--- src/hw/rtl/lbfc_pkg.sv ---
// Shared types, constants and reciprocal dividers of the loss-based rate controller.
package lbfc_pkg;

   localparam int RATE_W  = 32;
   localparam int LOSS_W  = 7;
   localparam int TIME_W  = 64;
   localparam int COUNT_W = 3;
   localparam int CSR_INDEX_W = 2;

   // Stream payload widths, padded to whole bytes
   localparam int REQ_DATA_W = ((LOSS_W + TIME_W + 7) / 8) * 8;
   localparam int RSP_DATA_W = ((3 + RATE_W + 7) / 8) * 8;

   // Register reset values
   localparam logic [RATE_W-1:0] MIN_RATE_RESET   = 32'd1000000;
   localparam logic [RATE_W-1:0] MAX_RATE_RESET   = 32'd50000000;
   localparam logic [RATE_W-1:0] START_RATE_RESET = 32'd10000000;
   localparam logic [RATE_W-1:0] RISE_STEP_RESET  = MAX_RATE_RESET / 20;

   // Loss thresholds in percent
   localparam logic [LOSS_W-1:0] LOSS_HEAVY = 7'd5;
   localparam logic [LOSS_W-1:0] LOSS_MID   = 7'd2;
   localparam logic [LOSS_W-1:0] LOSS_LOW   = 7'd1;

   // Clean-report counter
   localparam logic [COUNT_W-1:0] CLEAN_MAX = 3'd7;
   localparam logic [COUNT_W-1:0] CLEAN_OFF = 3'd5;

   // Hold-off after a decrease, in microseconds
   localparam logic [TIME_W-1:0] HOLD_US = 64'd2000000;

   // Reciprocals: exact for every 32-bit dividend
   localparam logic [RATE_W-1:0] RECIP_10 = 32'hCCCCCCCD;  // shift 35
   localparam logic [RATE_W-1:0] RECIP_20 = 32'hCCCCCCCD;  // shift 36
   localparam logic [RATE_W-1:0] RECIP_50 = 32'h51EB851F;  // shift 36

   typedef enum logic [CSR_INDEX_W-1:0] {
      CSR_MIN_RATE   = 2'd0,
      CSR_MAX_RATE   = 2'd1,
      CSR_START_RATE = 2'd2
   } lbfc_csr_index_type;

   typedef struct packed {
      logic [RATE_W-1:0] min_rate;
      logic [RATE_W-1:0] max_rate;
      logic [RATE_W-1:0] rise_step;
   } lbfc_cfg_type;

   typedef struct packed {
      logic              valid;
      logic [RATE_W-1:0] rate;
   } lbfc_load_type;

   typedef struct packed {
      logic [RATE_W-1:0]  current_rate;
      logic               fec_flag;
      logic [COUNT_W-1:0] clean_count;
      logic [TIME_W-1:0]  last_dec_us;
   } lbfc_state_type;

   typedef struct packed {
      logic              fec_on;
      logic              fec_changed;
      logic              rate_changed;
      logic [RATE_W-1:0] rate_bps;
   } lbfc_result_type;

   function automatic logic [RATE_W-1:0] div10(input logic [RATE_W-1:0] x);
      logic [2*RATE_W-1:0] p;
      p = {{RATE_W{1'b0}}, x} * {{RATE_W{1'b0}}, RECIP_10};
      return RATE_W'(p >> 35);
   endfunction

   function automatic logic [RATE_W-1:0] div20(input logic [RATE_W-1:0] x);
      logic [2*RATE_W-1:0] p;
      p = {{RATE_W{1'b0}}, x} * {{RATE_W{1'b0}}, RECIP_20};
      return RATE_W'(p >> 36);
   endfunction

   function automatic logic [RATE_W-1:0] div50(input logic [RATE_W-1:0] x);
      logic [2*RATE_W-1:0] p;
      p = {{RATE_W{1'b0}}, x} * {{RATE_W{1'b0}}, RECIP_50};
      return RATE_W'(p >> 36);
   endfunction

endpackage

--- src/hw/rtl/loss_based_bitrate_fec_control.sv ---
// Top level of the loss-based bitrate and FEC controller.
//
// Usage:
//   req_*  : one loss report per transaction; tdata = loss_percent[6:0],
//            now_us[70:7], zero pad.
//   rsp_*  : one decision per report, in order; tdata = fec_on[0],
//            fec_changed[1], rate_changed[2], rate_bps[34:3], zero pad.
//   csr_*  : register writes (0 min_rate, 1 max_rate, 2 start_rate); a write
//            to start_rate also loads the current bitrate. csr_ready is
//            always high. Write only while no report is in flight.
// Path: a report passes the input register, then the result register, before
// rsp_tvalid rises. Throughput: one report per cycle while the receiver keeps
// up; the controller state is updated in the same cycle the decision is registered.
// A stalled receiver holds the result register; the input register still
// takes one more report, then req_tready drops until rsp_tready returns.
// Reset empties both pipeline registers and returns registers and state to
// their defaults (current bitrate 10 Mb/s, FEC off, no decrease recorded).
module loss_based_bitrate_fec_control (
   input  logic                                  clock,
   input  logic                                  reset,
   // loss_percent[6:0], now_us[70:7]
   input  logic [lbfc_pkg::REQ_DATA_W-1:0]       req_tdata,
   input  logic                                  req_tvalid,
   output logic                                  req_tready,
   // fec_on[0], fec_changed[1], rate_changed[2], rate_bps[34:3]
   output logic [lbfc_pkg::RSP_DATA_W-1:0]       rsp_tdata,
   output logic                                  rsp_tvalid,
   input  logic                                  rsp_tready,
   input  logic                                  csr_valid,
   output logic                                  csr_ready,
   input  logic [lbfc_pkg::CSR_INDEX_W-1:0]      csr_index,
   input  logic [lbfc_pkg::RATE_W-1:0]           csr_wdata
);
   import lbfc_pkg::*;

   lbfc_cfg_type    cfg;
   lbfc_load_type   load;
   lbfc_state_type  state_ff, state_in, state_calc;
   lbfc_result_type result_calc;
   lbfc_result_type res_ff, res_in;

   logic              s1_valid_ff, s1_valid_in;
   logic [LOSS_W-1:0] s1_loss_ff, s1_loss_in;
   logic [TIME_W-1:0] s1_now_ff, s1_now_in;
   logic              rsp_valid_ff, rsp_valid_in;
   logic              advance;
   logic              req_take;
   logic              s1_fire;

   lbfc_csr u_csr (
      .clock     (clock),
      .reset     (reset),
      .csr_valid (csr_valid),
      .csr_ready (csr_ready),
      .csr_index (csr_index),
      .csr_wdata (csr_wdata),
      .cfg       (cfg),
      .load      (load)
   );

   lbfc_decide u_decide (
      .cfg          (cfg),
      .cur_state    (state_ff),
      .loss_percent (s1_loss_ff),
      .now_us       (s1_now_ff),
      .next_state   (state_calc),
      .result       (result_calc)
   );

   // Handshake: result register frees when empty or taken
   assign advance    = !rsp_valid_ff || rsp_tready;
   assign s1_fire    = s1_valid_ff && advance;
   assign req_tready = !s1_valid_ff || advance;
   assign req_take   = req_tvalid && req_tready;

   // Input register
   always_comb begin
      s1_valid_in = s1_valid_ff;
      s1_loss_in  = s1_loss_ff;
      s1_now_in   = s1_now_ff;
      if (req_take) begin
         s1_valid_in = 1'b1;
         s1_loss_in  = req_tdata[LOSS_W-1:0];
         s1_now_in   = req_tdata[LOSS_W +: TIME_W];
      end else if (s1_fire) begin
         s1_valid_in = 1'b0;
      end
   end

   // Controller state: advance with each report, reload on start_rate write
   always_comb begin
      state_in = state_ff;
      if (s1_fire) begin
         state_in = state_calc;
      end
      if (load.valid) begin
         state_in.current_rate = load.rate;
      end
   end

   // Result register
   always_comb begin
      rsp_valid_in = rsp_valid_ff;
      res_in       = res_ff;
      if (s1_fire) begin
         rsp_valid_in = 1'b1;
         res_in       = result_calc;
      end else if (rsp_tready) begin
         rsp_valid_in = 1'b0;
      end
   end

   always_ff @(posedge clock) begin
      if (reset) begin
         s1_valid_ff           <= 1'b0;
         rsp_valid_ff          <= 1'b0;
         state_ff.current_rate <= START_RATE_RESET;
         state_ff.fec_flag     <= 1'b0;
         state_ff.clean_count  <= '0;
         state_ff.last_dec_us  <= '0;
      end else begin
         s1_valid_ff  <= s1_valid_in;
         rsp_valid_ff <= rsp_valid_in;
         state_ff     <= state_in;
      end
   end

   // Payload registers hold without reset
   always_ff @(posedge clock) begin
      s1_loss_ff <= s1_loss_in;
      s1_now_ff  <= s1_now_in;
      res_ff     <= res_in;
   end

   assign rsp_tvalid = rsp_valid_ff;
   assign rsp_tdata  = {{(RSP_DATA_W - RATE_W - 3){1'b0}}, res_ff.rate_bps,
                        res_ff.rate_changed, res_ff.fec_changed, res_ff.fec_on};

   // Input register stalls only when it holds a report
   assert property (@(posedge clock) disable iff (reset)
      !req_tready |-> s1_valid_ff)
      else $error("input stalled with empty input register");

   // A report leaving the input register always lands in the result register
   assert property (@(posedge clock) disable iff (reset)
      s1_fire |=> rsp_valid_ff)
      else $error("decision lost on its way to the result register");

   // Stored FEC flag matches the decision just registered
   assert property (@(posedge clock) disable iff (reset)
      s1_fire |=> (state_ff.fec_flag == res_ff.fec_on))
      else $error("FEC state and reported FEC disagree");

   // Any loss clears the clean counter and turns FEC on
   assert property (@(posedge clock) disable iff (reset)
      (s1_fire && (s1_loss_ff != '0)) |=> (state_ff.clean_count == '0 && state_ff.fec_flag))
      else $error("loss report did not reset FEC hysteresis");

endmodule

--- src/hw/rtl/lbfc_csr.sv ---
// Configuration registers: rate bounds, precomputed rise step and start-rate load.
module lbfc_csr (
   input  logic                              clock,
   input  logic                              reset,
   input  logic                              csr_valid,
   output logic                              csr_ready,
   input  logic [lbfc_pkg::CSR_INDEX_W-1:0]  csr_index,
   input  logic [lbfc_pkg::RATE_W-1:0]       csr_wdata,
   output lbfc_pkg::lbfc_cfg_type            cfg,
   output lbfc_pkg::lbfc_load_type           load
);
   import lbfc_pkg::*;

   lbfc_cfg_type cfg_ff, cfg_in;
   logic         wr;

   // Writes are always taken
   assign csr_ready = 1'b1;
   assign wr        = csr_valid & csr_ready;

   // Decode the write; keep max_rate/20 ready for the rise
   always_comb begin
      cfg_in = cfg_ff;
      if (wr) begin
         unique case (lbfc_csr_index_type'(csr_index))
            CSR_MIN_RATE: begin
               cfg_in.min_rate = csr_wdata;
            end
            CSR_MAX_RATE: begin
               cfg_in.max_rate  = csr_wdata;
               cfg_in.rise_step = div20(csr_wdata);
            end
            default: begin
            end
         endcase
      end
   end

   always_ff @(posedge clock) begin
      if (reset) begin
         cfg_ff.min_rate  <= MIN_RATE_RESET;
         cfg_ff.max_rate  <= MAX_RATE_RESET;
         cfg_ff.rise_step <= RISE_STEP_RESET;
      end else begin
         cfg_ff <= cfg_in;
      end
   end

   assign cfg        = cfg_ff;
   assign load.valid = wr && (csr_index == CSR_START_RATE);
   assign load.rate  = csr_wdata;

endmodule

--- src/hw/rtl/lbfc_decide.sv ---
// Decision logic for one loss report: FEC hysteresis, AIMD step, clamp and threshold.
module lbfc_decide (
   input  lbfc_pkg::lbfc_cfg_type            cfg,
   input  lbfc_pkg::lbfc_state_type          cur_state,
   input  logic [lbfc_pkg::LOSS_W-1:0]       loss_percent,
   input  logic [lbfc_pkg::TIME_W-1:0]       now_us,
   output lbfc_pkg::lbfc_state_type          next_state,
   output lbfc_pkg::lbfc_result_type         result
);
   import lbfc_pkg::*;

   logic [RATE_W-1:0]  cur;
   logic [RATE_W-1:0]  cut_quarter;
   logic [RATE_W-1:0]  cut_tenth;
   logic [RATE_W-1:0]  min_step;
   logic [RATE_W:0]    cand;
   logic [RATE_W-1:0]  bounded;
   logic [RATE_W-1:0]  delta;
   logic [COUNT_W-1:0] count_next;
   logic               fec_next;
   logic               heavy;
   logic               mid;
   logic               elapsed;
   logic               apply;

   assign cur         = cur_state.current_rate;
   assign cut_quarter = cur - (cur >> 2);
   assign cut_tenth   = cur - div10(cur);
   assign min_step    = div50(cur);

   assign heavy   = loss_percent >= LOSS_HEAVY;
   assign mid     = loss_percent >= LOSS_MID;
   assign elapsed = (now_us - cur_state.last_dec_us) > HOLD_US;

   // FEC: on at any loss, off after enough clean reports
   always_comb begin
      count_next = cur_state.clean_count;
      fec_next   = cur_state.fec_flag;
      if (loss_percent >= LOSS_LOW) begin
         count_next = '0;
         fec_next   = 1'b1;
      end else begin
         if (cur_state.clean_count < CLEAN_MAX) begin
            count_next = cur_state.clean_count + 1'b1;
         end
         if (count_next >= CLEAN_OFF) begin
            fec_next = 1'b0;
         end
      end
   end

   // Pick the candidate rate, keeping the carry of the rise
   always_comb begin
      if (heavy) begin
         cand = {1'b0, cut_quarter};
      end else if (mid) begin
         cand = {1'b0, cut_tenth};
      end else if (elapsed) begin
         cand = {1'b0, cur} + {1'b0, cfg.rise_step};
      end else begin
         cand = {1'b0, cur};
      end
   end

   // Clamp to max first, then min so min wins
   always_comb begin
      if (cand > {1'b0, cfg.max_rate}) begin
         bounded = cfg.max_rate;
      end else begin
         bounded = cand[RATE_W-1:0];
      end
      if (bounded < cfg.min_rate) begin
         bounded = cfg.min_rate;
      end
   end

   assign delta = (bounded > cur) ? (bounded - cur) : (cur - bounded);
   assign apply = (bounded != cur) && (delta >= min_step);

   // Assemble next state and the result
   always_comb begin
      next_state.current_rate = apply ? bounded : cur;
      next_state.fec_flag     = fec_next;
      next_state.clean_count  = count_next;
      next_state.last_dec_us  = mid ? now_us : cur_state.last_dec_us;

      result.fec_on       = fec_next;
      result.fec_changed  = fec_next ^ cur_state.fec_flag;
      result.rate_changed = apply;
      result.rate_bps     = next_state.current_rate;
   end

endmodule
--- config.mk ---
export PLATFORM = sky130hd
export DESIGN_NAME = loss_based_bitrate_fec_control
export DESIGN_NICKNAME = d
export VERILOG_FILES = /design/src/hw/rtl/lbfc_pkg.sv /design/src/hw/rtl/loss_based_bitrate_fec_control.sv /design/src/hw/rtl/lbfc_csr.sv /design/src/hw/rtl/lbfc_decide.sv
export SDC_FILE = /design/constraint.sdc
export NUM_CORES = 2
export LEC_CHECK = 0
export ABC_AREA = 0
export BUFFER_PORTS_ARGS = -buffer_cell sky130_fd_sc_hd__buf_2
export CAP_MARGIN = 20
export CORE_MARGIN = 2
export CORE_UTILIZATION = 43
export CTS_CLUSTER_SIZE = 10
export DETAILED_ROUTE_END_ITERATION = 10
export PLACE_DENSITY = 0.67
export SYNTH_ARGS = -nofsm -noshare
export SYNTH_HDL_FRONTEND = slang
export SYNTH_SLANG_ARGS = --single-unit
--- constraint.sdc ---
create_clock -name clock -period 19 [get_ports clock]
set_input_delay 0.95 -clock clock [delete_from_list [all_inputs] [get_ports clock]]
set_output_delay 0.95 -clock clock [all_outputs]
set_load 0.05 [all_outputs]
==> impl_metrics.csv <==
group,metric,value,unit
synthesis,yosysSeqAreaShare,9.52,%
setup_path,crit_path_top_delay_cell,"fa_1",
synthesis,synthAdderAreaFrac,55.1,%
clocking,htree_num_levels,2,
floorplanning,core_area,172000,sq um
detailed_routing,drc_errors,0,
synthesis,syn_area,74200,sq um
finish,nFillCells,16141,
setup_path,end_kind,"register",
detailed_routing,routed_wl,289,mm
setup_path,start_kind,"register",
status,violations,"negative setup slack",
status,status,"complete, but fails checks",
synthesis,synth_top_family_by_area,"adder cells",
timing,rsz0062_at_grt,"yes",
synthesis,yosysMostFrequentCell,"inv_1",
synthesis,synth_commonest_cells,"inv_1 (1904), ha_1 (1341), fa_1 (1204), nand2_1 (576), a21oi_1 (493)",
clocking,cts_root_buf,"clkbuf_16",
finish,syn_to_final_growth,16.3,%
synthesis,yosys_register_bits,300,
detailed_routing,dr.pass1.iters,6,
timing,finalSetupViolCount,65,
floorplanning,die-area,176000,sq um
run,drv_cap,0,
synthesis,yosys.area.top_type,"fa_1",
place,io_buffers,146,
timing,tightest_slew,1.20,ns
setup_path,critical_path_class,"reg2reg",
floorplanning,start_util,43.2,%
global_route,grt_antenna_before_repair,13,
detailed_routing,antenna_left,0,
setup_path,cp-startpoint,"state_ff[82]",
setup_path,critPathMaxFanout,6,
timing,slew_viol_final,0,
synthesis,ys_top_cells_by_area,"fa_1 (32%), ha_1 (23%), inv_1 (9.6%)",
synthesis,synth_compound_area_share,11.7,%
global_route,grt_use_total,32.9,%
worst_hold_path,hold_path_class,"reg2reg",
place,hpwlAfterDp,245,mm
setup_path,rr_worst_depth,99,
finish,nNetsFinal,11525,
finish,layout-drive-gt1-share,15.1,%
setup_path,cp.arrival,20.54,ns
synthesis,postSynthAreaPerCell,9.22,sq um
detailed_routing,routedWlPerCell,25.7,um
clocking,hold_buffers,0,
clocking,cts.path.max_buffers,3,
setup_path,crit-reg2reg-launch,"state_ff[82]",
clocking,cts_sinks,300,
place,gp_congestion,1.07,
synthesis,yosys.cell_types.count,97,
detailed_routing,num_vias,62333,
clocking,clk_pin_slew_worst_paths,0.06,ns
setup_path,slowest_delay,0.54,ns
timing,post-route-min-period,20.09,ns
clocking,numCtsBuffers,40,
detailed_routing,viasPerCell,5.56,
floorplanning,io_pins,154,
worst_hold_path,min_path_cells,2,
floorplanning,placement_rows,152,
synthesis,synth_mux_area_share,1.35,%
synthesis,syn_inst,8051,
global_route,grt_pass1_vias,64900,
synthesis,synth_edf_count,106,
setup_path,cp.required,19.45,ns
worst_hold_path,hp-start,"state_ff[3]",
clocking,cts_tree,"built",
timing,fmax,0.0498,GHz
timing,worst_hold_slack,0.453,ns
clocking,clock_latency,0.63,ns
timing,post-route-period-util,106,%
global_route,overflow,0,
timing,slew_headroom,18.9,%
synthesis,synth_xor_xnor_area_share,2.89,%
synthesis,synth-async-reset-ratio,0,%
synthesis,synth_flop_cell,"dfxtp_1",
floorplanning,die_w,419,um
detailed_routing,drtIter0Drc,5325,
floorplanning,die_h,419,um
synthesis,synth_top_area_share,32.5,%
timing,setup_ws,-1.09,ns
timing,hold_viol_final,0,
global_route,grt_pass1_wl,423,mm
synthesis,synth_simple_gate_area_share,8.71,%
global_route,grt_start_max_net_pins,72,
timing,fin_skew,0.0470,ns
synthesis,synth-warning-count,0,
## cell families after synthesis
kind of cell             count (synthesis)
adder cells (fa/ha/maj)               2545
buffers and inverters                 2094
AND/OR/NAND/NOR                       1393
AO/OA/AOI/OAI                         1380
flip-flops                             300
XOR/XNOR                               244
multiplexers                            93
other                                    2
## cell type report
| class | count | area, sq um | area share, % |
|---|---|---|---|
| Clock buffer | 62 | 1190 | 1.38 |
| Tap cell | 2310 | 2890 | 3.35 |
| Inverter | 1911 | 7180 | 8.32 |
| Timing Repair Buffer | 955 | 7140 | 8.28 |
| Sequential cell | 300 | 7170 | 8.31 |
| Antenna cell | 10 | 25.0 | 0.0290 |
| Multi-Input combinational cell | 5661 | 60600 | 70.2 |
| Clock inverter | 10 | 88.8 | 0.103 |
## final timing paths
kind / end / slack (ns)
setup / recovery: state_ff[79] / -1.09
hold / removal: state_ff[3] / 0.45
hold reg to reg: state_ff[3] / 0.45
setup reg to reg: state_ff[79] / -1.09
## per-stage QoR
stage | cell area [sq um] | util [%] | setup slack, ns | TNS [ns] | instances
detailed placement | 83000 | 48.4 | -2.21 | -106.59 | 11070
CTS | 85500 | 49.8 | -0.817 | -47.53 | 11181
floorplan | 74600 | - | 0.00977 | 0 | 8055
global route | 86300 | 50.3 | -1.80 | -106.74 | 11210
finish | 86300 | 50.3 | -1.09 | -60.34 | 11219
global placement | 83000 | 48.4 | -1.87 | -87.01 | 11070
## metal layers
metal  routed length, um  GRT usage (%)
met5                  65              0
met1              114000           41.5
met2              128000           52.0
met3               24000           6.45
met4               22400           20.1
## critical path, delay by kind of cell, from the launching register on
kind                       cells  cell delay, ns
DFF                            1            0.37
buffers and inverters         19            2.29
adders and majority gates     14            5.39
muxes                          2            0.53
AOI/OAI and AO/OA             34            6.04
and+or+nand+nor               28            4.85
xor gates and xnor gates       2            0.41
## layout by cell type, fill, tap and decap left out, types with 23 or more instances in the layout
cell | Yosys | final
a21oi_1 | 493 | 470
a21oi_2 | 2 | 23
a211oi_1 | 47 | 39
ha_1 | 1341 | 1293
o21ai_1 | 33 | 55
xnor2_1 | 140 | 136
nand2b_1 | 49 | 48
dfxtp_1 | 194 | 162
nor3_1 | 90 | 78
o21a_1 | 59 | 59
nor2_1 | 299 | 288
xor2_1 | 103 | 101
mux2_2 | 48 | 34
or3_1 | 28 | 26
o21ai_0 | 245 | 210
a31oi_1 | 46 | 40
dfxtp_4 | 0 | 26
nor2b_1 | 62 | 59
edfxtp_1 | 106 | 106
and3_1 | 32 | 30
buf_2 | 28 | 145
nand2_1 | 576 | 572
o21bai_1 | 33 | 31
a21o_1 | 131 | 130
o211ai_1 | 64 | 64
mux2i_1 | 41 | 40
buf_4 | 13 | 769
clkbuf_16 | 0 | 45
nand3_1 | 63 | 61
nand4_1 | 78 | 78
ha_4 | 0 | 40
inv_1 | 1904 | 1895
fa_1 | 1204 | 1196
buf_6 | 3 | 23
## sequential cells by signal, indices dropped and copies added (netlist names)
signal,count
state_ff,100
u_csr.cfg,92
s1_now_ff,64
rsp_tdata,35
s1_loss_ff,7
rsp_tvalid,1
s1_valid_ff,1
## what timing repair did
action / in CTS / in global routing
gates cloned: 3 / 2
pin swaps: 119 / 91
setup endpoints to repair: 65 / 65
resized for setup: 174 / 119
buffers inserted: 40 / 27
Power is not shown: default switching activity piles up to over one toggle a cycle in this logic, so the estimate is an artifact.
